`config.mk`:
```
export PLATFORM = sky130hd
export DESIGN_NAME = uart_frame_receiver_router_core
export DESIGN_NICKNAME = d
export VERILOG_FILES = /design/src/rtl/core/ufrr_pkg.sv /design/src/rtl/core/ufrr_deframer.sv /design/src/rtl/core/ufrr_out_buffer.sv /design/src/rtl/core/uart_frame_receiver_router_core.sv
export SDC_FILE = /design/constraint.sdc
export NUM_CORES = 1
export LEC_CHECK = 0
export CELL_PAD_IN_SITES_DETAIL_PLACEMENT = 0
export CELL_PAD_IN_SITES_GLOBAL_PLACEMENT = 1
export CORE_AREA = 2 2 149 151
export CTS_CLUSTER_SIZE = 8
export DETAILED_ROUTE_END_ITERATION = 6
export DIE_AREA = 0 0 151 153
export DONT_BUFFER_PORTS = 1
export PLACE_DENSITY_LB_ADDON = 0.12
export SLEW_MARGIN = 0
export SYNTH_ARGS = -nofsm -noshare
export SYNTH_HDL_FRONTEND = slang
export SYNTH_SLANG_ARGS = --single-unit
```
`constraint.sdc`:
```
create_clock -name clock -period 9 [get_ports clock]
set_input_delay 0.9 -clock clock [delete_from_list [all_inputs] [get_ports clock]]
set_output_delay 0.9 -clock clock [all_outputs]
set_load 0.05 [all_outputs]
```
`src/rtl/core/ufrr_pkg.sv`:
```
// shared types, codes and the crc helper for the uart frame receiver router
package ufrr_pkg;

   // hunt phases of the deframer
   typedef enum logic [2:0] {
      PH_HEAD1 = 3'd0,
      PH_HEAD2 = 3'd1,
      PH_ID    = 3'd2,
      PH_DEST  = 3'd3,
      PH_SRC   = 3'd4,
      PH_LEN   = 3'd5,
      PH_BODY  = 3'd6
   } phase_type;

   // verdict codes carried on the response channel
   typedef enum logic [2:0] {
      VERDICT_CRC_ERROR    = 3'd0,
      VERDICT_WRONG_SOURCE = 3'd1,
      VERDICT_FORWARD      = 3'd2,
      VERDICT_LOCAL        = 3'd3,
      VERDICT_BAD_LENGTH   = 3'd4
   } verdict_type;

   // configuration register indexes
   typedef enum logic [1:0] {
      CSR_MY_ADDRESS    = 2'd0,
      CSR_HOST_ADDRESS  = 2'd1,
      CSR_HEADER_FIRST  = 2'd2,
      CSR_HEADER_SECOND = 2'd3
   } csr_index_type;

   localparam logic [15:0] CRC_INIT          = 16'hFFFF;
   localparam logic [15:0] CRC_POLY          = 16'hA001;
   localparam logic [7:0]  MIN_LENGTH        = 8'd8;
   localparam logic [7:0]  HEADER_FIRST_RST  = 8'hAA;
   localparam logic [7:0]  HEADER_SECOND_RST = 8'hBB;

   // configuration seen by the deframer
   typedef struct packed {
      logic [7:0] my_address;
      logic [7:0] host_address;
      logic [7:0] header_first;
      logic [7:0] header_second;
   } cfg_type;

   // one response
   typedef struct packed {
      verdict_type verdict;
      logic [7:0]  command_id;
      logic [7:0]  frame_length;
      logic [15:0] crc_received;
      logic [15:0] crc_computed;
   } result_type;

   // crc-16/modbus over one byte, lsb first
   function automatic logic [15:0] crc16_update(input logic [15:0] crc,
                                                 input logic [7:0] data);
      logic [15:0] c;
      c = crc ^ {8'h00, data};
      for (int k = 0; k < 8; k++) begin
         if (c[0]) begin
            c = (c >> 1) ^ CRC_POLY;
         end else begin
            c = c >> 1;
         end
      end
      return c;
   endfunction

endpackage

```
`src/rtl/core/ufrr_deframer.sv`:
```
// header hunt, field capture, running crc and end of frame verdict
module ufrr_deframer (
   input  logic                  clock,
   input  logic                  reset,
   input  logic                  in_valid,
   input  logic [7:0]            in_byte,
   input  ufrr_pkg::cfg_type     cfg,
   output logic                  res_valid,
   output ufrr_pkg::result_type  res
);

   ufrr_pkg::phase_type phase_ff, phase_in;
   logic [7:0]  index_ff, index_in;
   logic [15:0] crc_ff, crc_in;
   logic [7:0]  len_ff, len_in;
   logic [7:0]  id_ff, id_in;
   logic [7:0]  dest_ff, dest_in;
   logic [7:0]  src_ff, src_in;
   logic [7:0]  crc_low_ff, crc_low_in;

   logic [8:0]  pos_plus_two;
   logic        body_more;
   logic        body_crc_low;
   logic [15:0] crc_cont;
   logic [15:0] crc_start;
   logic [15:0] crc_rcv;

   // shared datapath terms
   assign pos_plus_two = {1'b0, index_ff} + 9'd2;
   assign body_more    = pos_plus_two < {1'b0, len_ff};
   assign body_crc_low = pos_plus_two == {1'b0, len_ff};
   assign crc_cont     = ufrr_pkg::crc16_update(crc_ff, in_byte);
   assign crc_start    = ufrr_pkg::crc16_update(ufrr_pkg::CRC_INIT, in_byte);
   assign crc_rcv      = {in_byte, crc_low_ff};

   // next phase
   always_comb begin
      phase_in = phase_ff;
      if (in_valid) begin
         case (phase_ff)
            ufrr_pkg::PH_HEAD1: begin
               if (in_byte == cfg.header_first) phase_in = ufrr_pkg::PH_HEAD2;
            end
            ufrr_pkg::PH_HEAD2: begin
               if (in_byte == cfg.header_second) begin
                  phase_in = ufrr_pkg::PH_ID;
               end else if (in_byte == cfg.header_first) begin
                  phase_in = ufrr_pkg::PH_HEAD2;
               end else begin
                  phase_in = ufrr_pkg::PH_HEAD1;
               end
            end
            ufrr_pkg::PH_ID:   phase_in = ufrr_pkg::PH_DEST;
            ufrr_pkg::PH_DEST: phase_in = ufrr_pkg::PH_SRC;
            ufrr_pkg::PH_SRC:  phase_in = ufrr_pkg::PH_LEN;
            ufrr_pkg::PH_LEN: begin
               if (in_byte < ufrr_pkg::MIN_LENGTH) begin
                  phase_in = ufrr_pkg::PH_HEAD1;
               end else begin
                  phase_in = ufrr_pkg::PH_BODY;
               end
            end
            ufrr_pkg::PH_BODY: begin
               if (!body_more && !body_crc_low) phase_in = ufrr_pkg::PH_HEAD1;
            end
            default: phase_in = ufrr_pkg::PH_HEAD1;
         endcase
      end
   end

   // field capture, crc and result
   always_comb begin
      index_in   = index_ff;
      crc_in     = crc_ff;
      len_in     = len_ff;
      id_in      = id_ff;
      dest_in    = dest_ff;
      src_in     = src_ff;
      crc_low_in = crc_low_ff;
      res_valid  = 1'b0;
      res.verdict      = ufrr_pkg::VERDICT_CRC_ERROR;
      res.command_id   = id_ff;
      res.frame_length = len_ff;
      res.crc_received = crc_rcv;
      res.crc_computed = crc_ff;
      if (in_valid) begin
         case (phase_ff)
            ufrr_pkg::PH_HEAD1: begin
               if (in_byte == cfg.header_first) begin
                  crc_in   = crc_start;
                  index_in = 8'd1;
               end
            end
            ufrr_pkg::PH_HEAD2: begin
               if (in_byte == cfg.header_second) begin
                  crc_in   = crc_cont;
                  index_in = index_ff + 8'd1;
               end else if (in_byte == cfg.header_first) begin
                  crc_in   = crc_start;
                  index_in = 8'd1;
               end
            end
            ufrr_pkg::PH_ID: begin
               id_in    = in_byte;
               crc_in   = crc_cont;
               index_in = index_ff + 8'd1;
            end
            ufrr_pkg::PH_DEST: begin
               dest_in  = in_byte;
               crc_in   = crc_cont;
               index_in = index_ff + 8'd1;
            end
            ufrr_pkg::PH_SRC: begin
               src_in   = in_byte;
               crc_in   = crc_cont;
               index_in = index_ff + 8'd1;
            end
            ufrr_pkg::PH_LEN: begin
               len_in = in_byte;
               if (in_byte < ufrr_pkg::MIN_LENGTH) begin
                  // short length: reject and hunt again
                  res_valid        = 1'b1;
                  res.verdict      = ufrr_pkg::VERDICT_BAD_LENGTH;
                  res.frame_length = in_byte;
                  res.crc_received = 16'h0000;
                  res.crc_computed = 16'h0000;
               end else begin
                  crc_in   = crc_cont;
                  index_in = index_ff + 8'd1;
               end
            end
            ufrr_pkg::PH_BODY: begin
               if (body_more) begin
                  crc_in   = crc_cont;
                  index_in = index_ff + 8'd1;
               end else if (body_crc_low) begin
                  crc_low_in = in_byte;
                  index_in   = index_ff + 8'd1;
               end else begin
                  // last byte: crc high byte, judge the frame
                  res_valid = 1'b1;
                  index_in  = 8'd0;
                  if (crc_rcv != crc_ff) begin
                     res.verdict = ufrr_pkg::VERDICT_CRC_ERROR;
                  end else if (src_ff != cfg.host_address) begin
                     res.verdict = ufrr_pkg::VERDICT_WRONG_SOURCE;
                  end else if (dest_ff != cfg.my_address) begin
                     res.verdict = ufrr_pkg::VERDICT_FORWARD;
                  end else begin
                     res.verdict = ufrr_pkg::VERDICT_LOCAL;
                  end
               end
            end
            default: ;
         endcase
      end
   end

   // state registers
   always_ff @(posedge clock) begin
      if (reset) begin
         phase_ff   <= ufrr_pkg::PH_HEAD1;
         index_ff   <= 8'd0;
         crc_ff     <= ufrr_pkg::CRC_INIT;
         len_ff     <= 8'd0;
         id_ff      <= 8'd0;
         dest_ff    <= 8'd0;
         src_ff     <= 8'd0;
         crc_low_ff <= 8'd0;
      end else begin
         phase_ff   <= phase_in;
         index_ff   <= index_in;
         crc_ff     <= crc_in;
         len_ff     <= len_in;
         id_ff      <= id_in;
         dest_ff    <= dest_in;
         src_ff     <= src_in;
         crc_low_ff <= crc_low_in;
      end
   end

endmodule

```
`src/rtl/core/ufrr_out_buffer.sv`:
```
// two-entry response buffer: output register plus skid register
module ufrr_out_buffer (
   input  logic                  clock,
   input  logic                  reset,
   input  logic                  in_valid,
   input  ufrr_pkg::result_type  in_res,
   output logic                  full,
   output logic                  out_valid,
   input  logic                  out_stall,
   output ufrr_pkg::result_type  out_res
);

   logic                  main_valid_ff, main_valid_in;
   logic                  skid_valid_ff, skid_valid_in;
   ufrr_pkg::result_type  main_ff, main_in;
   ufrr_pkg::result_type  skid_ff, skid_in;
   logic                  pop;

   assign pop       = main_valid_ff && !out_stall;
   assign full      = skid_valid_ff;
   assign out_valid = main_valid_ff;
   assign out_res   = main_ff;

   // fill and drain
   always_comb begin
      main_valid_in = main_valid_ff;
      skid_valid_in = skid_valid_ff;
      main_in       = main_ff;
      skid_in       = skid_ff;
      if (skid_valid_ff) begin
         if (pop) begin
            main_in       = skid_ff;
            skid_valid_in = 1'b0;
         end
      end else if (in_valid) begin
         if (!main_valid_ff || pop) begin
            main_in       = in_res;
            main_valid_in = 1'b1;
         end else begin
            skid_in       = in_res;
            skid_valid_in = 1'b1;
         end
      end else if (pop) begin
         main_valid_in = 1'b0;
      end
   end

   // valid flags
   always_ff @(posedge clock) begin
      if (reset) begin
         main_valid_ff <= 1'b0;
         skid_valid_ff <= 1'b0;
      end else begin
         main_valid_ff <= main_valid_in;
         skid_valid_ff <= skid_valid_in;
      end
   end

   // payload
   always_ff @(posedge clock) begin
      main_ff <= main_in;
      skid_ff <= skid_in;
   end

endmodule

```
`src/rtl/core/uart_frame_receiver_router_core.sv`:
```
// top level of the uart frame receiver router
// Takes one received byte per request, one per clock when unstalled. The
// deframer hunts for the two sync bytes, captures id, destination, source and
// length, and runs a byte-wide crc-16/modbus update on each accepted
// frame byte up to the crc field. The byte that ends a frame (or a length
// byte below 8) yields one response; it shows on the output in the next
// cycle when the output register is free, otherwise it waits in the skid
// entry until the response ahead of it leaves. Other bytes yield nothing.
// A two-entry response buffer lets requests keep flowing while one response
// waits; req_stall rises only when both entries hold responses. Configuration
// writes take effect at the next clock and belong in idle periods.
module uart_frame_receiver_router_core (
   input  logic        clock,
   input  logic        reset,
   input  logic        req_valid,
   output logic        req_stall,
   input  logic [7:0]  req_rx_byte,
   output logic        rsp_valid,
   input  logic        rsp_stall,
   output logic [2:0]  rsp_verdict,
   output logic [7:0]  rsp_command_id,
   output logic [7:0]  rsp_frame_length,
   output logic [15:0] rsp_crc_received,
   output logic [15:0] rsp_crc_computed,
   input  logic        csr_write_enable,
   input  logic [1:0]  csr_index,
   input  logic [7:0]  csr_write_data
);

   ufrr_pkg::cfg_type     cfg_ff;
   ufrr_pkg::result_type  res;
   ufrr_pkg::result_type  rsp_res;
   logic                  accept;
   logic                  res_valid;
   logic                  buf_full;

   assign req_stall = buf_full;
   assign accept    = req_valid && !buf_full;

   // configuration registers
   always_ff @(posedge clock) begin
      if (reset) begin
         cfg_ff.my_address    <= 8'd0;
         cfg_ff.host_address  <= 8'd0;
         cfg_ff.header_first  <= ufrr_pkg::HEADER_FIRST_RST;
         cfg_ff.header_second <= ufrr_pkg::HEADER_SECOND_RST;
      end else if (csr_write_enable) begin
         case (csr_index)
            ufrr_pkg::CSR_MY_ADDRESS:    cfg_ff.my_address    <= csr_write_data;
            ufrr_pkg::CSR_HOST_ADDRESS:  cfg_ff.host_address  <= csr_write_data;
            ufrr_pkg::CSR_HEADER_FIRST:  cfg_ff.header_first  <= csr_write_data;
            ufrr_pkg::CSR_HEADER_SECOND: cfg_ff.header_second <= csr_write_data;
            default: ;
         endcase
      end
   end

   // frame parsing
   ufrr_deframer u_deframer (
      .clock     (clock),
      .reset     (reset),
      .in_valid  (accept),
      .in_byte   (req_rx_byte),
      .cfg       (cfg_ff),
      .res_valid (res_valid),
      .res       (res)
   );

   // response buffering
   ufrr_out_buffer u_out_buffer (
      .clock     (clock),
      .reset     (reset),
      .in_valid  (res_valid),
      .in_res    (res),
      .full      (buf_full),
      .out_valid (rsp_valid),
      .out_stall (rsp_stall),
      .out_res   (rsp_res)
   );

   // response fields
   assign rsp_verdict      = rsp_res.verdict;
   assign rsp_command_id   = rsp_res.command_id;
   assign rsp_frame_length = rsp_res.frame_length;
   assign rsp_crc_received = rsp_res.crc_received;
   assign rsp_crc_computed = rsp_res.crc_computed;

   // a full buffer always presents a response
   assert property (@(posedge clock) disable iff (reset) req_stall |-> rsp_valid)
      else $error("buffer full without a response on the output");

   // responses come only from accepted requests
   assert property (@(posedge clock) disable iff (reset) res_valid |-> accept)
      else $error("response produced without an accepted request");

   // a new response behind a stalled one lands in the skid entry
   assert property (@(posedge clock) disable iff (reset)
      res_valid && rsp_valid && rsp_stall |=> req_stall)
      else $error("response behind a stalled output was not held");

endmodule
```
* After elaboration in Yosys (flattened, before gate mapping) *
Index checks and enable logic that the tools add are counted.
Widths: inputs -> output; s select.

storage, ports and cells
  bits in registers = 203
  bits of input ports = 23
  output and inout bits = 53
  word-level logic and storage cells = 161

cells by class
  add/sub/neg operators = 2
  $lt $le $gt $ge = 2
  equality and inequality tests = 21
  mux-type cells = 60
  bitwise operators = 21
  reductions and logical operators = 31

operators with widths
  operator             count
  $mux 16              20
  $mux 51              4
  $mux 40              3
  $pmux 16 s5          1
  $not 2->3            16
  $mux 8               5
  $pmux 8 s5           1
  $mux 3               10
  $pmux 3 s7           1
  $eq 8x8->1           2
  $ne 16x16->1         1
  $ne 8x8->1           2
  $not 8->16           1
  $reduce_and 2->1     8
  $xor 16x8->16        1
  $reduce_and 3->1     5
  $mux 1               13
  $add 8x2->9 const B  1
  $eq 3x3->1 const B   3
  $eq 9x8->1           1
  $lt 9x8->1           1
  $add 8x1->8 const B  1
  $lt 8x4->1 const B   1
  $ne 2x1->1 const B   4
  other kinds (17)     31

* Longest topological paths before layout *
Gate-level depths: netlist (run 1).

  depth after elaboration = 20
  mapped depth = 12

* Cells and area by module *
Synthesis (run 1) repeated with hierarchy kept, for this count alone.

unflattened totals
  cells, all modules = 887
  area total of the unflattened synthesis = 9819.4 um^2

modules (own cells, without submodules)
  module                           times used  cells each  area an instance (um^2)  seq. area each (um^2)
  ufrr_deframer                    1           587         4469.3                   1341.3
  ufrr_out_buffer                  1           171         4016.4                   3103.0
  uart_frame_receiver_router_core  1           129         1333.8                   640.6

* Worst setup path after synthesis (run 1) *
No wires, ideal clock.

  path type = input -> register
  from = input port req_rx_byte[5]
  to = register u_out_buffer.main_ff (netlist bit u_out_buffer.out_res[0]), enable pin
  library setup time = 0.538 ns
  arrival = 6.054 ns
  setup slack = 2.408 ns
  cell stages on the path = 10
  path buffers = 3
  cell sequence = buf_4 -> buf_2 -> inv_1 -> ha_1 -> nand3b_4 -> or4_4 -> inv_2 -> buf_4 -> a21oi_1 -> a21boi_0

on the way
  cells in the longest elaborated chain, start to end = 6

ends and longest elaborated chain
  item                                RTL line                               source
  start: declaration                  uart_frame_receiver_router_core.sv:17  input logic [7:0] req_rx_byte,
  $lt 8x4->1                          ufrr_deframer.sv:120                   if (in_byte < ufrr_pkg::MIN_LENGTH) begin
  $mux 1                              ufrr_deframer.sv:120
  $pmux 1 s2                          ufrr_deframer.sv:87                    case (phase_ff)
  $mux 1                              ufrr_deframer.sv:86                    if (in_valid) begin
  $reduce_bool 2->1 (no source line)  n/a
  $reduce_and 3->1 (no source line)   n/a
  end signal: assignment              ufrr_out_buffer.sv:61                  main_ff <= main_in;
  end: declaration                    ufrr_out_buffer.sv:15                  ufrr_pkg::result_type main_ff, main_in;

No other way between the ends.
A chain may end at the register's enable or synchronous reset.

* Worst setup path in the final report (run 1) *
  from = register u_deframer.index_ff[3]
  to = register u_out_buffer.skid_ff[23] in the netlist's numbering, enable pin

on the way
  cells in the longest elaborated chain, start to end = 7
  elaborated cells between the ends (all ways) = 8
  those cells by class = add/sub (1); order compare (1); eq/ne (1); mux (4); reduce/logical (1)

ends and longest elaborated chain
  item                                                                RTL line               source
  start: declaration                                                  ufrr_deframer.sv:13    logic [7:0] index_ff, index_in;
  start signal: assignment                                            ufrr_deframer.sv:172   index_ff <= index_in;
  $add 8x2->9 (*)                                                     ufrr_deframer.sv:29    assign pos_plus_two = {1'b0, index_ff} + 9'd2;
  parallel branches: the longest is 2 deep, another holds $lt 9x8->1  n/a
  $mux 1 (*)                                                          ufrr_deframer.sv:133   if (body_more) begin
  $pmux 1 s2 (*)                                                      ufrr_deframer.sv:87
  $mux 1 (*)                                                          ufrr_deframer.sv:86
  $reduce_and 3->1 (no source line) (*)                               n/a
  end signal: assignment                                              ufrr_out_buffer.sv:62  skid_ff <= skid_in;
  end: declaration                                                    ufrr_out_buffer.sv:16  ufrr_pkg::result_type skid_ff, skid_in;

Every way passes the cells marked *.

==> flow_results.org, run 1 <==
** Yosys
- Syn Inst Count :: 865
- Synth top cells by count :: 102 x edfxtp_1, 101 x dfxtp_1, 83 x nand2_1
- In the synthesized netlist the async set-or-reset flop fraction comes to 0%.
- Number of warnings reported in the yosys synthesis log :: 0
- Register area share after synthesis :: about 54%
- After synthesis the netlist holds a flip-flop and latch count of 203.
- Post-synthesis cell type with the largest combined area :: edfxtp_1
- Most used standard cell by instance count after synthesis :: edfxtp_1
- Largest cells by area after synthesis :: edfxtp_1 32%, dfxtp_1 21%, mux2_2 5.1%
- Proportion of netlist area held by the largest area contributor :: approximately a third
- Number of distinct standard cells referenced by the synthesized netlist :: 66
- Synthesis produced a netlist with a net count of 900.
- Netlist area before placement :: between 9000 and 10000 um^2
- In the synthesized netlist the dominant register cell turns out to be edfxtp_1.
- Counting flops with a built-in enable in the synthesized netlist gives 102.
- Syn Area/Cell :: 10.96 um^2

** Global routing
- Total global-route track usage :: around 20%
- Largest net degree at the start of global routing :: 87
- First-pass GRT wire length :: 36340 um
- Number of antenna violations at the first check in global routing :: 0
- The number of global-route vias before repair came to slightly above 6k.
- Leftover overflow at the end of global routing :: 0

** Detailed routing
- The highest layer touched by signal routing is met4.
- Detailed routing inserted a total of roughly 6.3k vias.
- After detailed routing, the met3 layer carries roughly 1500 um of wire.
- Detail Route met2 WL :: between 10000 and 15000 um
- Via count normalized by instance count :: 5.488
- Detailed Route Iter0 Violations :: slightly above 400
- Total routed wire length on the met1 layer :: between 10000 and 15000 um
- Mean routed wirelength per cell :: between 20 and 25 um
- For this run, the detailed router's first-pass iteration total came to 5.
- Summed over all layers, the routed wires come to around 23000 um.
- DRT antenna net count :: 0
- After detailed routing, the number of remaining DRC violations is 0.

** Placement
- Summed over all nets, the half-perimeter wirelength after detailed placement is 15480 um.
- RePlAce Congestion :: between 0.8 and 0.9
- IO Port Bufs :: 0
- Count of placed standard cells including taps :: ~1.1k

** Cells and area
- The repair_antennas step left the layout with diodes totalling 0.
- Nets :: slightly below 900
- The multi-input combinational cells in the finished layout cover a total of just over 4000 um^2.
- Of the cells placed in the final design, the portion with a size suffix greater than 1 is about an eighth.
- Flip-flop and latch area :: between 5000 and 6000 um^2
- Once layout is complete, the cells apart from fillers number 1144.
- Counting the fill cells in the layout gives just under 2k.
- Area Overhead vs Synth :: 10.35%

** Worst setup path
- Worst Setup Start Kind :: flop
- The setup path with the least slack is of type flop to flop.
- Counting cells, the worst reg-to-reg path comes to 11.
- In this run the worst path has a maximum fanout of 40.
- Critical path capture point type :: flop
- Worst endpoint required time :: roughly 9200 ps
- Endpoint arrival time on the critical path :: ~4000 ps

** CTS
- The clock net in this run drives a total of around 200 sinks.
- H-tree levels :: 1
- Count of instances resized after the clock tree is built :: 0
- Counting the buffers created by CTS gives 29.
- Clock latency reported for the late side of the worst-skew pair :: around 550 ps
- Post-cts hold buffer count :: 0
- Clock-pin slew of the registers on the worst-case setup and hold paths :: roughly 50 ps
- Worst-case clock buffer depth :: 3
- Clock tree from TritonCTS :: built
- Setup bufs post-CTS :: 0
- In this run the clock root is driven by a clkbuf_16.

** STA
- For the pin with the worst max-slew slack, the measured transition is 977.1 ps.
- Based on the critical path, the design can be clocked at up to 0.2599 GHz.
- Summed negative setup slack over all endpoints :: 0 ps
- Worst rel slew slack :: between 30% and 40%
- Setup violations remaining at the end of the flow were counted as 0.
- Final Skew :: roughly 22 ps
- Final worst path period need :: 3848 ps
- RSZ-0062 raised after global routing :: false
- Number of max-slew violations in the final report :: 0
- Final period utilization :: between 40% and 50%
- The total count of hold-check failures in the final report came to 0.

** Power
- Final total power :: 2.023 mW
- Dividing total power by cell area gives a power density of approximately 190 nW/um^2.
- VDD IR max :: approximately 0.12 mV
- For this design the static power due to leakage is about 3.7 nW.

** Die
- The core region is 21490 um^2.
- X dimension of the die :: 151 um
- In this run the core area contains 54 standard-cell rows.
- Initial Utilization :: roughly 44%
- From bottom edge to top edge, the die measures 153 um.
- Total Die Area :: 23100 um^2
- Pin placement for this block handled 76 I/O pins.

** Worst hold path
- Class of the tightest hold or removal check :: primary input to flop
- Cell count of the worst hold path :: 1

** Run status
- Status :: completed

** Job
- Maxcap violations :: 0
-- flip-flops by register name, summed over array words and instances, names as in the netlist --
register,count
cfg_ff,32
u_deframer.crc_ff,16
u_deframer.crc_low_ff,8
u_deframer.dest_ff,8
u_deframer.id_ff,8
u_deframer.index_ff,8
u_deframer.len_ff,8
u_deframer.phase_ff,3
u_deframer.src_ff,8
u_out_buffer.full,1
u_out_buffer.out_res,51
u_out_buffer.out_valid,1
u_out_buffer.skid_ff,51
-- per-stage QoR --
stage	utilization [%]	hold slack, ps	cell area, um^2	setup WS (ps)
after floorplan	-	426.1	9478	2408
after global placement	44.89	443.1	9644	5073
after detailed placement	44.89	442.1	9644	4914
after CTS	48.68	423.5	10460	5136
after global routing	48.68	422.4	10460	4797
final	48.68	435.2	10460	5152
-- cell type report --
cell class / instances / area share, %
clock inverters: 2 / 0.2393
repair buffers: 8 / 0.5742
clock buffers: 46 / 7.549
multi-input cells: 583 / 38.87
inverters: 22 / 0.7896
flip-flops and latches: 203 / 48.63
well taps: 280 / 3.350
-- cells by family (layout without fill, tap and decap cells) --
logic type                 Yosys count  in the layout  synth area share [%]
and+or+nand+nor                    272            272                 14.02
DFF                                203            203                 53.65
AOI/OAI and AO/OA                  129            129                 8.726
xor gates and xnor gates            86             86                 8.858
muxes                               84             84                 9.439
buffers and inverters               79             78                 3.723
adders and majority gates           12             12                 1.584
-- worst paths after layout --
path	slack, ps	end	startpoint
min	440	cfg_ff[6]$_SDFFE_PP0P_	reset
max reg2reg	5150	u_out_buffer.skid_ff[23]$_DFFE_PP_	u_deframer.index_ff[3]$_SDFFE_PP0P_
max	5150	u_out_buffer.skid_ff[23]$_DFFE_PP_	u_deframer.index_ff[3]$_SDFFE_PP0P_
min reg2reg	450	u_out_buffer.skid_ff[47]$_DFFE_PP_	u_deframer.id_ff[7]$_SDFFE_PP0P_
-- routing by layer --
layer | vias to the layer above | GRT usage [%]
met4 | 0 | 3.827
met1 | 3025 | 29.44
met2 | 191 | 30.80
met3 | 24 | 4.687
li1 | 3038 | -
met5 | - | 0
-- placed cells by master, fill, tap and decap left out, types with 29 or more instances in the layout --
cell       Yosys  final
nand3_1       45     45
xnor2_1       42     42
nor2_1        64     63
clkbuf_16      0     29
mux2i_1       41     41
dfxtp_1      101    100
a21oi_1       36     36
edfxtp_1     102    102
xor2_1        36     36
mux2_2        43     43
nand2_1       83     83
o21ai_0       34     34
-- critical path, cell delays in order, from the launching register on --
cell and delay, ps:
dfxtp_1 490, and4_1 310, nand2_1 90, xnor2_1 140, ha_1 310, nand3_1 110
a211oi_1 290, nor2_1 160, o21ai_0 380, a21oi_1 270, nor2_4 380, buf_4 510
-- power by group --
part / leakage, nW / switching, mW / internal [mW]
registers: 1.71 / 0.00445 / 0.971
logic: 1.61 / 0.0371 / 0.0324
clock network: 0.391 / 0.386 / 0.593
Power figures use the tool's default switching activity.
==> run 2, diff against run 1 <==
==> constraint.sdc (replaced) <==
create_clock -name clock -period 3.15 [get_ports clock]
set_input_delay 0.315 -clock clock [delete_from_list [all_inputs] [get_ports clock]]
set_output_delay 0.315 -clock clock [all_outputs]
set_load 0.05 [all_outputs]
==> flow_results.org, run 2 (synthesis results as in run 1) <==
** Global routing
- The global-route wire length before repair is 38940 um (+7.2%).
- The number of antenna violations at the first check in global routing was 1 (+1).
- Largest net degree at the start of global routing :: 83 (-4.6%)
- The number of global-route vias before repair is 6594 (+6.4%).
- Total global-route track usage :: 21.92% (+1.8 points)
- The total congestion overflow came to 0 (unchanged).

** CTS
- The insertion delay to the later sink of the worst-skew pair was 530 ps (-20 ps).
- The H-tree depth reported by CTS was 1 (unchanged).
- Clock-pin slew of the registers on the worst-case setup and hold paths :: 60 ps (about the same)
- Clock tree from TritonCTS :: built
- Worst-case clock buffer depth :: 3 (unchanged)
- In this run the clock root is driven by a clkbuf_16.
- The CTS buffer count was 29 (unchanged).
- The number of post-CTS setup repair buffers came to 0 (unchanged).
- The number of sinks driven by the clock tree came to 203 (unchanged).

** STA
- Actual slew at the worst max-slew pin :: 915.3 ps (-61.77 ps)
- Final hold viol count :: 0 (unchanged)
- Summed negative setup slack over all endpoints :: 0 ps (unchanged)
- The final hold slack came to 22.31 ps (-412.8 ps).
- RSZ-0062 raised after global routing :: false
- Final period utilization :: 91.18% (+48 points)
- Worst rel slew slack :: 38.65% (+4.0 points)
- The post-layout minimum cycle time was 2872 ps (-975.6 ps).
- Final Skew :: 14.73 ps (-6.899 ps)
- Maximum operating frequency :: 0.3482 GHz (+34%)
- The number of pins exceeding their max-slew limit in the final report is 0 (unchanged).
- Final count of negative-setup-slack endpoints :: 0 (unchanged)

** Worst setup path
- Master of the slowest instance on the critical path :: dfxtp_1
- Worst Setup Start Kind :: flop
- In this run the worst setup path terminates at u_out_buffer.out_res[24]$_DFFE_PP_.
- The critical path data arrival time is 3090 ps (-920 ps).
- Crit Path Class :: flop to flop
- Capture instance of the worst register-to-register path :: u_out_buffer.out_res[24]$_DFFE_PP_
- Sequence of cells on the critical path :: ha_4 > nand2_1 > xnor2_1 > ha_1 > nand3_2 > a211oi_2 > nor2_2 > o21ai_2 > a21oi_4 > a21boi_4 > buf_6
- Slack of the worst reg-to-reg path :: 280 ps (-4870 ps)
- CP max stage delay :: 500 ps (about the same)
- STA classifies the critical path endpoint as a flop.
- Worst endpoint required time :: 3360 ps (-5800 ps)
- CP startpoint :: u_deframer.index_ff[1]$_SDFFE_PP0P_
- The maximum fanout along the worst path came to 22 (-45%).
- The number of cells on the worst reg-to-reg path came to 11 (unchanged).
- The startpoint identified for the worst register-to-register timing path is u_deframer.index_ff[1]$_SDFFE_PP0P_.

** Placement
- RePlAce Congestion :: 0.8956 (+4.9%)
- Cell area reported after detailed placement :: 9816 um^2 (+1.8%)
- Sum of net half-perimeters after detailed placement :: 15600 um (+0.75%)
- IO Port Bufs :: 0 (unchanged)
- The number of cells in the design after placement was 1109 (+1.2%).

** Cells and area
- Commonest cells after routing, fill and taps aside :: 102 x edfxtp_1, 100 x dfxtp_1, 83 x nand2_1
- Final instance area :: 10860 um^2 (+3.8%)
- The final instance count without filler cells is 1177 (+2.9%).
- The share of cells above drive strength 1 is 14.49% (+2.0 points).
- The library cell used most frequently in the layout, excluding fill and tap cells, is edfxtp_1.
- The final-stage net count is 914 (+3.6%).
- Area Overhead vs Synth :: 14.57%
- Antenna diode count :: 0 (unchanged)

** Worst hold path
- The path class of the tightest hold or removal check is primary input to flop.

** Die
- The floorplan die width came to 151 um (unchanged).
- Total Die Area :: 23100 um^2 (unchanged)
- The initial standard-cell utilization of the core came to 44.11% (unchanged).
- Placement row count :: 54 (unchanged)
- Boundary pin count :: 76 (unchanged)
- Height of the chip :: 153 um (unchanged)
- Core region area :: 21490 um^2 (unchanged)

** Detailed routing
- Number of design rule violations left after detail routing :: 0 (unchanged)
- Overall routed net length :: 24990 um (+8.7%)
- Total via count after detailed routing :: 6557 (+4.4%)
- Mean routed wirelength per cell :: 21.23 um (+5.6%)
- The number of iterations in the first detailed-routing pass came to 5 (unchanged).
- Via count normalized by instance count :: 5.571 (+1.5%)
- Detailed Route Iter0 Violations :: 435 (+7.9%)
- DRT antenna net count :: 0 (unchanged)

** Run status
- The flow ran to the end, and the final reports show no timing, DRC or antenna violations.

** Job
- Maxcap violations :: 0 (unchanged)

** Power
- The power consumption is 5.917 mW (+190%).
- The leakage power is 3.892 nW (+4.9%).
- VDD IR max :: 0.3576 mV (+200%)
- The power per standard cell area is 544.9 nW/um^2 (+180%).
[run 2: worst max-delay path, delay by kind of cell (launching register included)]
| kind | cells | cell delay (ps) |
|---|---|---|
| compound gates | 4 | 820 |
| fa+ha+maj | 2 | 550 |
| flops | 1 | 500 |
| simple gates | 3 | 290 |
| buf+inv | 1 | 260 |
| xor+xnor | 1 | 130 |
[run 2: per-stage QoR]
stage	setup WS [ps]	util, %
2_1_floorplan	9.732	-
3_3_place_gp	347.5	45.68
3_5_place_dp	222.2	45.68
4_1_cts	201.3	50.52
5_1_grt	46.50	50.54
6_report	278.0	50.54
[run 2: layout make-up]
class                      count  area (um^2)
tap                          280        350.3
inverter                      22        82.58
clock buffer                  47        793.3
clock inverter                 2        38.79
timing repair buffer          40        394.1
sequential                   203         5086
multi-input combinational    583         4114
fill                        1921        10630
[run 2: worst min path at each step]
stage | from | to | slack, ps | depth (start not counted)
2_1_floorplan | u_deframer.id_ff[0]$_SDFFE_PP0P_ | u_out_buffer.skid_ff[40]$_DFFE_PP_ | 430 | 0
4_1_cts | reset | u_deframer.crc_ff[15]$_SDFFE_PP1P_ | 2 | 2
6_report | reset | u_deframer.crc_ff[15]$_SDFFE_PP1P_ | 20 | 2
3_3_place_gp | reset | cfg_ff[2]$_SDFFE_PP0P_ | 390 | 1
5_1_grt | req_rx_byte[3] | u_out_buffer.out_res[27]$_DFFE_PP_ | 8 | 1
3_5_place_dp | reset | cfg_ff[12]$_SDFFE_PP0P_ | 400 | 1
[run 2: report_power, final]
| group | leakage [nW] | switching, mW | internal, mW |
|---|---|---|---|
| registers | 1.71 | 0.0128 | 2.77 |
| clock network | 0.397 | 1.09 | 1.77 |
| logic | 1.78 | 0.154 | 0.113 |
[run 2: layer usage]
metal | GRT usage (%) | share of wire, % | wire [um]
met1 | 31.55 | 46 | 11620
met2 | 33.94 | 45 | 11280
met3 | 4.090 | 6.1 | 1513
met4 | 6.008 | 2.3 | 576
met5 | 0 | 0 | 0
[run 2: repair_timing]
item / CTS / global route
setup endpoints to repair: 0 / 22
hold buffers: 19 / 0
endpoints found under the hold margin: 93 / 0
resized for setup: 0 / 1
==> run 3, diff against run 2 <==
--- a/config.mk
+++ b/config.mk
@@ -5,12 +5,12 @@
 export SDC_FILE = /design/constraint.sdc
 export NUM_CORES = 1
 export LEC_CHECK = 0
-export CELL_PAD_IN_SITES_DETAIL_PLACEMENT = 0
-export CELL_PAD_IN_SITES_GLOBAL_PLACEMENT = 1
-export CORE_AREA = 2 2 149 151
+export CELL_PAD_IN_SITES_DETAIL_PLACEMENT = 2
+export CELL_PAD_IN_SITES_GLOBAL_PLACEMENT = 2
+export CORE_AREA = 2 2 161 163
 export CTS_CLUSTER_SIZE = 8
 export DETAILED_ROUTE_END_ITERATION = 6
-export DIE_AREA = 0 0 151 153
+export DIE_AREA = 0 0 163 165
 export DONT_BUFFER_PORTS = 1
 export PLACE_DENSITY_LB_ADDON = 0.12
 export SLEW_MARGIN = 0
==> flow_results.org, run 3 (synthesis results as in run 1) <==
** Run status
- Status :: completed

** Placement
- The post-place setup slack came to 136.5 ps (-85.71 ps).
- IO Port Bufs :: 0 (unchanged)
- Cell area reported after detailed placement :: 9871 um^2 (+0.56%)
- RePlAce Congestion :: 0.8276 (-7.6%)
- Sum of net half-perimeters after detailed placement :: 19140 um (+23%)

** Die
- The number of primary I/O pins is 76 (unchanged).
- Core region area :: 25040 um^2 (+17%)
- Initial Utilization :: 37.86% (-6.3 points)
- Total Die Area :: 26900 um^2 (+16%)
- The vertical die dimension came to 165 um (+7.8%).
- X dimension of the die :: 163 um (+7.9%)
- The count of standard-cell rows was 58 (+7.4%).

** Detailed routing
- Detailed Route Iter0 Violations :: 281 (-35%)
- Total iterations of the first detailed-routing run :: 4 (-1)
- Overall routed net length :: 29750 um (+19%)
- The detail-routed net length per standard cell is 24.29 um (+14%).
- DRT antenna net count :: 0 (unchanged)
- The per-cell via count in the routed design is 5.451 (-2.1%).
- Total via count after detailed routing :: 6678 (+1.8%)
- The count of unresolved DRC violations after routing was 0 (unchanged).

** CTS
- Clock latency reported for the late side of the worst-skew pair :: 540 ps (about the same)
- Worst-case clock buffer depth :: 3 (unchanged)
- Setup bufs post-CTS :: 0 (unchanged)
- Inserted Clock Buffers :: 29 (unchanged)
- The number of sinks driven by the clock tree was 203 (unchanged).
- H-tree levels :: 1 (unchanged)
- Clock-pin slew of the registers on the worst-case setup and hold paths :: 50 ps (about the same)
- Clock tree from TritonCTS :: built
- Clock tree synthesis selected as its root buffer the cell clkbuf_16.

** Global routing
- First-pass GRT wire length :: 46220 um (+19%)
- Leftover overflow at the end of global routing :: 0 (unchanged)
- Number of antenna violations at the first check in global routing :: 0 (-1)
- The number of global-route vias before repair is 7408 (+12%).
- The pin count of the biggest net entering global routing came to 83 (unchanged).
- Total global-route track usage :: 22.72% (+0.79 points)

** Worst setup path
- In this run the worst setup path begins at u_deframer.index_ff[5]$_SDFFE_PP0P_.
- Endpoint arrival time on the critical path :: 3120 ps (+30 ps)
- Worst endpoint required time :: 3360 ps (about the same)
- The worst setup path is launched from a flop.
- The maximum fanout along the worst path came to 51 (+130%).
- The worst register-to-register path begins at u_deframer.index_ff[5]$_SDFFE_PP0P_.
- Critical path capture point type :: flop
- Crit Path Class :: flop to flop

** Cells and area
- Nets :: 913 (-0.11%)
- The share of cells above drive strength 1 is 14.64% (+0.14 points).
- The library cell used most frequently in the layout, excluding fill and tap cells, is edfxtp_1.
- The number of diodes added for antenna fixing was 0 (unchanged).
- Commonest cells after routing, fill and taps aside :: 102 x edfxtp_1, 99 x dfxtp_1, 83 x nand2_1
- Final instance area :: 10900 um^2 (+0.41%)
- The area of combinational cells with multiple inputs is 4114 um^2 (unchanged).
- Area Overhead vs Synth :: 15.05%
- Number of filler instances in the final layout :: 2582 (+34%)
- Flip-flop and latch area :: 5087 um^2 (about the same)

** STA
- The final sum of negative setup slack came to 0 ps (unchanged).
- The setup clock skew after layout was 9.106 ps (-5.626 ps).
- Worst rel slew slack :: 47.06% (+8.4 points)
- The final worst-path cycle share was 92.52% (+1.3 points).
- Final hold viol count :: 0 (unchanged)
- Maximum operating frequency :: 0.3431 GHz (-1.5%)
- The number of pins exceeding their max-slew limit in the final report was 0 (unchanged).
- The post-route worst setup slack is 235.6 ps (-42.42 ps).
- Actual slew at the worst max-slew pin :: 793.2 ps (-122.1 ps)
- The post-layout minimum cycle time was 2914 ps (+42.42 ps).
- Final count of negative-setup-slack endpoints :: 0 (unchanged)
- RSZ-0062 raised after global routing :: false

** Power
- Internal power component :: 4.604 mW (-1.2%)
- The portion of total power attributed to sequential cells was 47.0% (about the same).
- The net switching fraction of the power was 22.39% (+1.1 points).
- NetSw :: 1.328 mW (+5.6%)
- The maximum vdd drop is 0.3146 mV (-12%).
- Relative contribution of the clock network to total power :: 48.3% (about the same)
- Combinational power share :: 4.8% (+0.3 points)
- Power density of the placed cells :: 544.1 nW/um^2 (-0.15%)
- The leakage power was 3.885 nW (-0.17%).

** Job
- The number of max-cap violations was 0 (unchanged).

** Worst hold path
- The worst hold path begins at reset.
- The worst hold path belongs to the class primary input to flop.
-- run 3: cell types whose count changed in the layout (fill, tap and decap cells not counted), sizes merged --
cell and delta:
clkbuf -1, buf -1, bufinv -1, clkinv +1
-- run 3: final cells by class --
cell class,count,area share (%)
sequential,203,46.66
tap,330,3.787
clock buffer,46,7.332
inverter,22,0.7573
clock inverter,2,0.2295
timing repair buffer,39,3.511
multi-input combinational,583,37.73
-- run 3: what timing repair did --
action                                 CTS  global route
endpoints found under the hold margin   92             0
resized for setup                        0             1
setup endpoints to repair                0            37
hold buffers                            19             0
-- run 3: critical path, cell delays in order (launching register included) --
cell	delay, ps
dfxtp_1	450
and4_4	290
nand2_1	70
xnor2_1	130
ha_1	320
nand3_2	110
a211oi_2	230
nor2_2	110
o21ai_2	220
a21oi_4	120
a21boi_4	200
buf_12	260
-- run 3: routing by layer --
metal / track usage (%) / up-vias / wire (um)
met5: 0 / - / 0
met4: 4.626 / 0 / 532
met3: 3.867 / 39 / 1072
met2: 40.62 / 127 / 14810
met1: 28.93 / 3417 / 13340
li1: - / 3095 / -
-- run 3: power by group through the flow --
stage / Combinational [mW] / Clock (mW) / Sequential (mW)
2_1_floorplan: 0.198 / 0 / 2.83
3_3_place_gp: 0.203 / 0 / 2.84
3_5_place_dp: 0.214 / 0 / 2.84
4_1_cts: 0.285 / 2.93 / 2.78
5_1_grt: 0.304 / 3.03 / 2.79
6_report: 0.283 / 2.86 / 2.79
-- run 3: metrics by stage --
| stage | cells | utilization [%] | hold WS (ps) | total power [mW] |
|---|---|---|---|---|
| finish | 1225 | 43.55 | 18.69 | 5.933 |
| global route | 1225 | 43.55 | 15.13 | 6.123 |
| CTS | 1225 | 43.55 | 3.118 | 6.001 |
| detailed placement | 1158 | 39.43 | 394.1 | 3.052 |
| global placement | 1158 | 39.43 | 392.0 | 3.040 |
| floorplan | 865 | - | 426.1 | 3.033 |
-- run 3: final timing paths --
check                                                     endpoint  slack, ps  depth (start not counted)
worst max-delay path            u_out_buffer.out_res[44]$_DFFE_PP_        240                         11
worst min-delay path            u_deframer.crc_ff[14]$_SDFFE_PP1P_         20                          2
worst max register to register  u_out_buffer.out_res[44]$_DFFE_PP_        240                         11
worst min register to register  u_out_buffer.skid_ff[46]$_DFFE_PP_        450                          0
